--- src/rtl/core/hrlp_pkg.sv ---
`timescale 1ns / 1ps
// ----------------------------------------------------------------------------
// HTTP request line parser package
// Shared types, codes and register indexes for the request line parser.
// ----------------------------------------------------------------------------
package hrlp_pkg;

    localparam int unsigned MethodW   = 8;
    localparam int unsigned UriW      = 12;
    localparam int unsigned ProtoW    = 8;
    localparam int unsigned ByteW     = 8;
    localparam int unsigned CfgIndexW = 2;
    localparam int unsigned CfgDataW  = 12;
    localparam int unsigned TdataW    = 48;

    localparam logic [ByteW-1:0] CharSpace = 8'h20;
    localparam logic [ByteW-1:0] CharCr    = 8'h0D;
    localparam logic [ByteW-1:0] CharLf    = 8'h0A;
    localparam logic [ByteW-1:0] CharTab   = 8'h09;

    localparam logic [MethodW-1:0] MethodLimitReset = 8'd10;
    localparam logic [UriW-1:0]    UriLimitReset    = 12'd25;
    localparam logic [ProtoW-1:0]  ProtoLimitReset  = 8'd10;

    typedef enum logic [CfgIndexW-1:0] {
        REG_METHOD_LIMIT = 2'd0,
        REG_URI_LIMIT    = 2'd1,
        REG_PROTO_LIMIT  = 2'd2,
        REG_UNUSED       = 2'd3
    } reg_index_t;

    typedef enum logic [1:0] {
        PH_METHOD = 2'd0,
        PH_URI    = 2'd1,
        PH_PROTO  = 2'd2
    } phase_t;

    typedef enum logic [1:0] {
        ST_BUSY     = 2'd0,
        ST_DONE     = 2'd1,
        ST_BAD      = 2'd2,
        ST_URI_LONG = 2'd3
    } outcome_t;

    typedef enum logic [2:0] {
        K_NONE        = 3'd0,
        K_SPACE       = 3'd1,
        K_CR_ALONE    = 3'd2,
        K_LF_ALONE    = 3'd3,
        K_TAB         = 3'd4,
        K_METHOD_LONG = 3'd5,
        K_URI_LONG    = 3'd6,
        K_PROTO_LONG  = 3'd7
    } fault_t;

    typedef enum logic [1:0] {
        TAG_NONE   = 2'd0,
        TAG_METHOD = 2'd1,
        TAG_URI    = 2'd2,
        TAG_PROTO  = 2'd3
    } field_tag_t;

    typedef struct packed {
        phase_t             phase;
        logic               cr_pending;
        logic [MethodW-1:0] method_count;
        logic [UriW-1:0]    uri_count;
        logic [ProtoW-1:0]  protocol_count;
        outcome_t           outcome;
        fault_t             fault;
    } parse_state_t;

    typedef struct packed {
        logic [MethodW-1:0] method_limit;
        logic [UriW-1:0]    uri_limit;
        logic [ProtoW-1:0]  protocol_limit;
    } limits_t;

    localparam parse_state_t StateClear = '{
        phase:          PH_METHOD,
        cr_pending:     1'b0,
        method_count:   '0,
        uri_count:      '0,
        protocol_count: '0,
        outcome:        ST_BUSY,
        fault:          K_NONE
    };

endpackage

--- src/rtl/core/http_request_line_parser.sv ---
`timescale 1ns / 1ps
// ----------------------------------------------------------------------------
// HTTP request line parser
// Splits a request line into method, URI and protocol, one byte per word.
// ----------------------------------------------------------------------------
// Usage:
//   s_ channel: one request byte per word in s_tdata, s_tuser[0] set to
//   restart the parser before that byte. m_ channel: one result word per
//   input word, with the field tag in m_tuser and the echoed byte, status,
//   error code and running field lengths in m_tdata.
//   cfg channel: writes the method, URI and protocol length limits; write
//   only while no word is in flight. cfg_ready is always high.
//   Result: the result word is registered when the byte is taken.
//   Throughput: one byte per cycle while m_tready is high, set by the single
//   compare-and-count step between the parser state register and the result register.
//   Reset: limits return to 10, 25 and 10, the parser returns to the method
//   field with all counts cleared, and the result register empties.
//   Stall: while m_tready is low the result holds; one more byte is not
//   taken until the held result leaves, so s_tready follows m_tready.
// ----------------------------------------------------------------------------
module http_request_line_parser (
    input  logic                              aclk,
    input  logic                              aresetn,
    // s_tdata: [7:0] data_byte
    input  logic                              s_tvalid,
    output logic                              s_tready,
    input  logic [7:0]                        s_tdata,
    // s_tuser: [0] restart
    input  logic [0:0]                        s_tuser,
    // m_tdata: [7:0] byte_out, [9:8] status, [12:10] error_kind,
    //          [20:13] method_length, [32:21] uri_length, [40:33] protocol_length
    output logic                              m_tvalid,
    input  logic                              m_tready,
    output logic [hrlp_pkg::TdataW-1:0]       m_tdata,
    // m_tuser: [1:0] field_tag
    output logic [1:0]                        m_tuser,
    input  logic                              cfg_valid,
    output logic                              cfg_ready,
    input  logic [hrlp_pkg::CfgIndexW-1:0]    cfg_index,
    input  logic [hrlp_pkg::CfgDataW-1:0]     cfg_data
);

    hrlp_pkg::limits_t      limits_reg;
    hrlp_pkg::parse_state_t state_reg;
    hrlp_pkg::parse_state_t state_next;
    hrlp_pkg::field_tag_t   tag_next;
    logic                   m_tvalid_reg;
    logic [hrlp_pkg::TdataW-1:0] m_tdata_reg;
    logic [hrlp_pkg::TdataW-1:0] m_tdata_next;
    logic [1:0]             m_tuser_reg;
    logic                   s_accept;

    assign s_tready  = !m_tvalid_reg || m_tready;
    assign s_accept  = s_tvalid && s_tready;
    assign cfg_ready = 1'b1;

    assign m_tvalid = m_tvalid_reg;
    assign m_tdata  = m_tdata_reg;
    assign m_tuser  = m_tuser_reg;

    hrlp_step u_step (
        .cur_state  (state_reg),
        .limits     (limits_reg),
        .data_byte  (s_tdata),
        .restart    (s_tuser[0]),
        .next_state (state_next),
        .field_tag  (tag_next)
    );

    assign m_tdata_next = {
        7'd0,
        state_next.protocol_count,
        state_next.uri_count,
        state_next.method_count,
        state_next.fault,
        state_next.outcome,
        s_tdata
    };

    always_ff @(posedge aclk) begin
        if (!aresetn) begin
            limits_reg.method_limit   <= hrlp_pkg::MethodLimitReset;
            limits_reg.uri_limit      <= hrlp_pkg::UriLimitReset;
            limits_reg.protocol_limit <= hrlp_pkg::ProtoLimitReset;
        end else if (cfg_valid && cfg_ready) begin
            unique case (hrlp_pkg::reg_index_t'(cfg_index))
                hrlp_pkg::REG_METHOD_LIMIT:
                    limits_reg.method_limit <= cfg_data[hrlp_pkg::MethodW-1:0];
                hrlp_pkg::REG_URI_LIMIT:
                    limits_reg.uri_limit <= cfg_data[hrlp_pkg::UriW-1:0];
                hrlp_pkg::REG_PROTO_LIMIT:
                    limits_reg.protocol_limit <= cfg_data[hrlp_pkg::ProtoW-1:0];
                default: ;
            endcase
        end
    end

    always_ff @(posedge aclk) begin
        if (!aresetn) begin
            state_reg    <= hrlp_pkg::StateClear;
            m_tvalid_reg <= 1'b0;
        end else begin
            if (s_accept) begin
                state_reg    <= state_next;
                m_tvalid_reg <= 1'b1;
            end else if (m_tready) begin
                m_tvalid_reg <= 1'b0;
            end
        end
    end

    always_ff @(posedge aclk) begin
        if (s_accept) begin
            m_tdata_reg <= m_tdata_next;
            m_tuser_reg <= tag_next;
        end
    end

endmodule

--- src/rtl/core/hrlp_step.sv ---
`timescale 1ns / 1ps
// ----------------------------------------------------------------------------
// Request line parser step
// Next parser state and field tag for one byte, given the current state.
// ----------------------------------------------------------------------------
module hrlp_step (
    input  hrlp_pkg::parse_state_t      cur_state,
    input  hrlp_pkg::limits_t           limits,
    input  logic [hrlp_pkg::ByteW-1:0]  data_byte,
    input  logic                        restart,
    output hrlp_pkg::parse_state_t      next_state,
    output hrlp_pkg::field_tag_t        field_tag
);

    hrlp_pkg::parse_state_t base;

    always_comb begin
        base       = restart ? hrlp_pkg::StateClear : cur_state;
        next_state = base;
        field_tag  = hrlp_pkg::TAG_NONE;

        if (base.outcome == hrlp_pkg::ST_BUSY) begin
            if (base.cr_pending) begin
                next_state.cr_pending = 1'b0;
                if (data_byte == hrlp_pkg::CharLf) begin
                    next_state.outcome = hrlp_pkg::ST_DONE;
                end else begin
                    next_state.outcome = hrlp_pkg::ST_BAD;
                    next_state.fault   = hrlp_pkg::K_CR_ALONE;
                end
            end else if (data_byte == hrlp_pkg::CharSpace) begin
                if (base.phase == hrlp_pkg::PH_METHOD && base.method_count != '0) begin
                    next_state.phase = hrlp_pkg::PH_URI;
                end else if (base.phase != hrlp_pkg::PH_PROTO && base.uri_count != '0) begin
                    next_state.phase = hrlp_pkg::PH_PROTO;
                end else begin
                    next_state.outcome = hrlp_pkg::ST_BAD;
                    next_state.fault   = hrlp_pkg::K_SPACE;
                end
            end else if (data_byte == hrlp_pkg::CharCr) begin
                next_state.cr_pending = 1'b1;
            end else if (data_byte == hrlp_pkg::CharLf) begin
                next_state.outcome = hrlp_pkg::ST_BAD;
                next_state.fault   = hrlp_pkg::K_LF_ALONE;
            end else if (data_byte == hrlp_pkg::CharTab) begin
                next_state.outcome = hrlp_pkg::ST_BAD;
                next_state.fault   = hrlp_pkg::K_TAB;
            end else begin
                unique case (base.phase)
                    hrlp_pkg::PH_METHOD: begin
                        if (base.method_count >= limits.method_limit) begin
                            next_state.outcome = hrlp_pkg::ST_BAD;
                            next_state.fault   = hrlp_pkg::K_METHOD_LONG;
                        end else begin
                            next_state.method_count = base.method_count + 8'd1;
                            field_tag = hrlp_pkg::TAG_METHOD;
                        end
                    end
                    hrlp_pkg::PH_URI: begin
                        if (base.uri_count >= limits.uri_limit) begin
                            next_state.outcome = hrlp_pkg::ST_URI_LONG;
                            next_state.fault   = hrlp_pkg::K_URI_LONG;
                        end else begin
                            next_state.uri_count = base.uri_count + 12'd1;
                            field_tag = hrlp_pkg::TAG_URI;
                        end
                    end
                    default: begin
                        if (base.protocol_count >= limits.protocol_limit) begin
                            next_state.outcome = hrlp_pkg::ST_BAD;
                            next_state.fault   = hrlp_pkg::K_PROTO_LONG;
                        end else begin
                            next_state.protocol_count = base.protocol_count + 8'd1;
                            field_tag = hrlp_pkg::TAG_PROTO;
                        end
                    end
                endcase
            end
        end
    end

endmodule

--- config.mk ---
export PLATFORM = sky130hd
export DESIGN_NAME = http_request_line_parser
export DESIGN_NICKNAME = d
export VERILOG_FILES = /design/src/rtl/core/hrlp_pkg.sv /design/src/rtl/core/http_request_line_parser.sv /design/src/rtl/core/hrlp_step.sv
export SDC_FILE = /design/constraint.sdc
export NUM_CORES = 1
export LEC_CHECK = 0
export BUFFER_PORTS_ARGS = -buffer_cell sky130_fd_sc_hd__buf_2
export CORE_MARGIN = 2
export CORE_UTILIZATION = 45
export CTS_CLUSTER_SIZE = 8
export DETAILED_ROUTE_END_ITERATION = 8
export PLACE_DENSITY_LB_ADDON = 0.2
export SLEW_MARGIN = 30
export SYNTH_ARGS = -nofsm -noshare
export SYNTH_HDL_FRONTEND = slang
export SYNTH_HIERARCHICAL = 1
export SYNTH_SLANG_ARGS = --single-unit
--- constraint.sdc ---
create_clock -name aclk -period 9.3 [get_ports aclk]
set_clock_uncertainty 0.2 [all_clocks]
set_input_delay 1.86 -clock aclk [delete_from_list [all_inputs] [get_ports aclk]]
set_output_delay 1.86 -clock aclk [all_outputs]
set_load 0.01 [all_outputs]
==> impl_metrics.ini <==
[cts]
cts-root-buf = clkbuf_16
cts_tree = done
htree_levels = 3
post-cts-setup-buffer-count = 0
numCtsBuffers = 9
cts_resized = 0
cts_max_path_buffers = 2
numClockSinks = 108
clk_pin_slew_ns = 0.07
insertion_delay_ns = 0.36
cts_hold_buf = 0

[setup_path]
r2r_start = state_reg[15]
critPathArrivalTime_ns = 5.07
crit_fanout = 46
worstRegToRegCells = 10
r2r_end = state_reg[14]
cp-startpoint = s_tuser
worstPathRequired_ns = 9.39
crit_path_end = state_reg[14]
startpoint_type = input pin
r2r_setup_slack_ns = 6.00
critPathCaptureType = flip-flop
worstSetupPathType = input pin to flip-flop

[sta]
setup_tns_ns = 0
finalHoldViolCount = 0
finalMaxSlewViolations = 0
rsz0062_at_grt = no
min_period_ns = 4.989
finalSetupViolations = 0
fin_crit_sh_pct = 53.65
fmax_mhz = 200.4
slew_headroom_pct = 46.18
worstMarginPinSlew_ns = 0.8073

[global_route]
grt_max_degree = 113
grt_pass1_vias = 4384
grt_overflow = 0
grt.total_usage_pct = 19.02
grt_first_pass_wirelength_mm = 21.55
antenna_found_initial = 0

[outcome]
outcome = complete, no violations

[floorplanning]
rows = 42
start_util_pct = 46.02
coreArea_um2 = 13190
io_pins = 81
chipWidth_um = 120.1
die_y_um = 120.1
dieArea_um2 = 14430

[layout]
area_delta_synth_final_pct = 11.19
drive_gt1_share_pct = 16.45
nets = 748
fill_cells = 1225
largest_reg_flops = 41
fin_cells = 869
diodes = 0

[drt]
wl_per_cell_um = 15.34
drcViolationCount = 0
drt_pass1_iterations = 5
vias = 4623
drtAntennaViolNets = 0
via_per_inst = 5.320
drt_iter0_drc = 419
wl_mm = 13.33

[placement]
io_buffers = 72
routabilityCongestion = 0.9330
placed_cells = 853
dp_hpwl_mm = 9.633

[power_and_ir_drop]
peakVddDrop_mv = 0.08401
leakagePower_nw = 2.823
pwr_density_cell_nw_per_um2 = 143.6

[logic_synthesis]
synthDistinctLibCells = 64
yosys.area_share.simple_pct = 23.44
synth_compound_area_share_pct = 9.318
synth_flop_cell = dfxtp_1
postSynthAreaPerCell_um2 = 9.513
async_flop_share_pct = 0
synthMuxAreaShare_pct = 7.462
synth_top_area_cell = dfxtp_1
ys_seq_elements = 108
synth_top_cell_area_share_pct = 21.44
synth_commonest_cells = 107 x nand2_1, 65 x dfxtp_1, 43 x edfxtp_1, 43 x mux2i_1, 35 x inv_1
synthAdderAreaFrac_pct = 6.597
synth_warnings = 6
yosysSeqAreaShare_pct = 42.71
syn-cell-area_um2 = 6070
syn_inst = 638
synth_edf_count = 43
yosysMostFrequentCell = nand2_1
synthTopCellsByArea = dfxtp_1 21%, edfxtp_1 21%, mux2i_1 7.1%
synth_xor_area_share_pct = 3.896
synth_top_family_by_area = simple AND/OR/NAND/NOR gates

[flow_run]
drv_cap = 0

[hold_path]
hp-class = flip-flop to flip-flop
whs_path_depth = 2
[layout make-up]
type	instances	area, µm²	share of cell area [%]
timing repair buffer	74	406.6	6.025
tap	176	220.2	3.263
sequential	108	2592	38.41
inverter	35	131.4	1.947
multi-input combinational	460	3113	46.13
clock inverter	5	52.55	0.7786
clock buffer	11	232.7	3.448
[logic make-up after synthesis]
family,after synthesis
simple gates,265
flops,108
compound gates,83
buf+inv,76
mux,45
fa+ha+maj,32
xor+xnor,27
other cells,2
[placed cells by master (no fill, tap or decap), types with 3 or more instances in the layout]
cell,netlist,final
nand2_1,107,107
buf_2,9,71
dfxtp_1,65,65
mux2i_1,43,43
edfxtp_1,43,43
inv_1,35,35
ha_1,32,32
nor2b_1,30,30
o21ai_0,28,28
nand3_1,28,27
nor2_1,16,16
nand4_1,15,15
xnor2_1,15,15
and3_1,12,12
xor2_1,12,12
clkbuf_16,0,9
nand2b_1,9,9
nor3_1,9,9
conb_1,2,8
a21oi_1,8,8
o21ai_2,6,6
o211ai_1,6,6
nand3_2,4,5
a31oi_1,5,5
nor3_2,4,4
or3_1,4,4
a21o_1,4,4
nand3b_1,3,3
and2_1,3,3
nor4_1,3,3
o21a_1,3,3
o22ai_1,3,3
a211o_1,3,3
nor4_4,3,3
[through the flow]
stage	setup WS (ns)	hold slack [ns]	power (W)	area [µm²]	utilization, %
6_report	4.311	0.2606	0.0009688	6749	51.17
5_1_grt	4.097	0.2863	0.001005	6749	51.17
4_1_cts	4.318	0.2676	0.0009799	6744	51.13
3_5_place_dp	3.946	0.2534	0.0006052	6459	48.97
3_3_place_gp	4.032	0.2406	0.0006016	6415	48.63
2_1_floorplan	4.239	0.2302	0.0005812	6092	-
[routing by layer]
metal  up-vias  global-route usage [%]  part of all wire [%]
li1       2311                       -                     -
met1      2154                   25.47                    46
met2       137                   29.69                    46
met3        21                   4.325                   5.7
met4         0                   7.721                   1.8
met5         -                       0                     0
[report_power, final]
part	internal [W]	switching (W)
sequential	0.000507	0.00000602
combinational	0.0000301	0.0000514
clock	0.000208	0.000167
[worst max-delay path, cell delays in order]
cell     delay, ns
buf_2         0.61
nor2b_1       0.26
ha_1          0.36
nand4_1       0.18
a211o_1       0.28
o31ai_2       0.25
or3_1         0.57
nor2_1        0.15
o21ai_0       0.29
nand2_1       0.09
mux2i_1       0.15
[worst min-delay path by stage]
stage                  startpoint       endpoint  slack (ns)
floorplan            state_reg[0]   state_reg[0]        0.23
global placement    state_reg[12]  state_reg[12]        0.24
detailed placement  state_reg[12]  state_reg[12]        0.25
CTS                 state_reg[12]  state_reg[12]        0.27
global route        state_reg[24]  state_reg[24]        0.29
finish              state_reg[12]  state_reg[12]        0.26
Note: power is estimated with default switching activity, not from simulation.
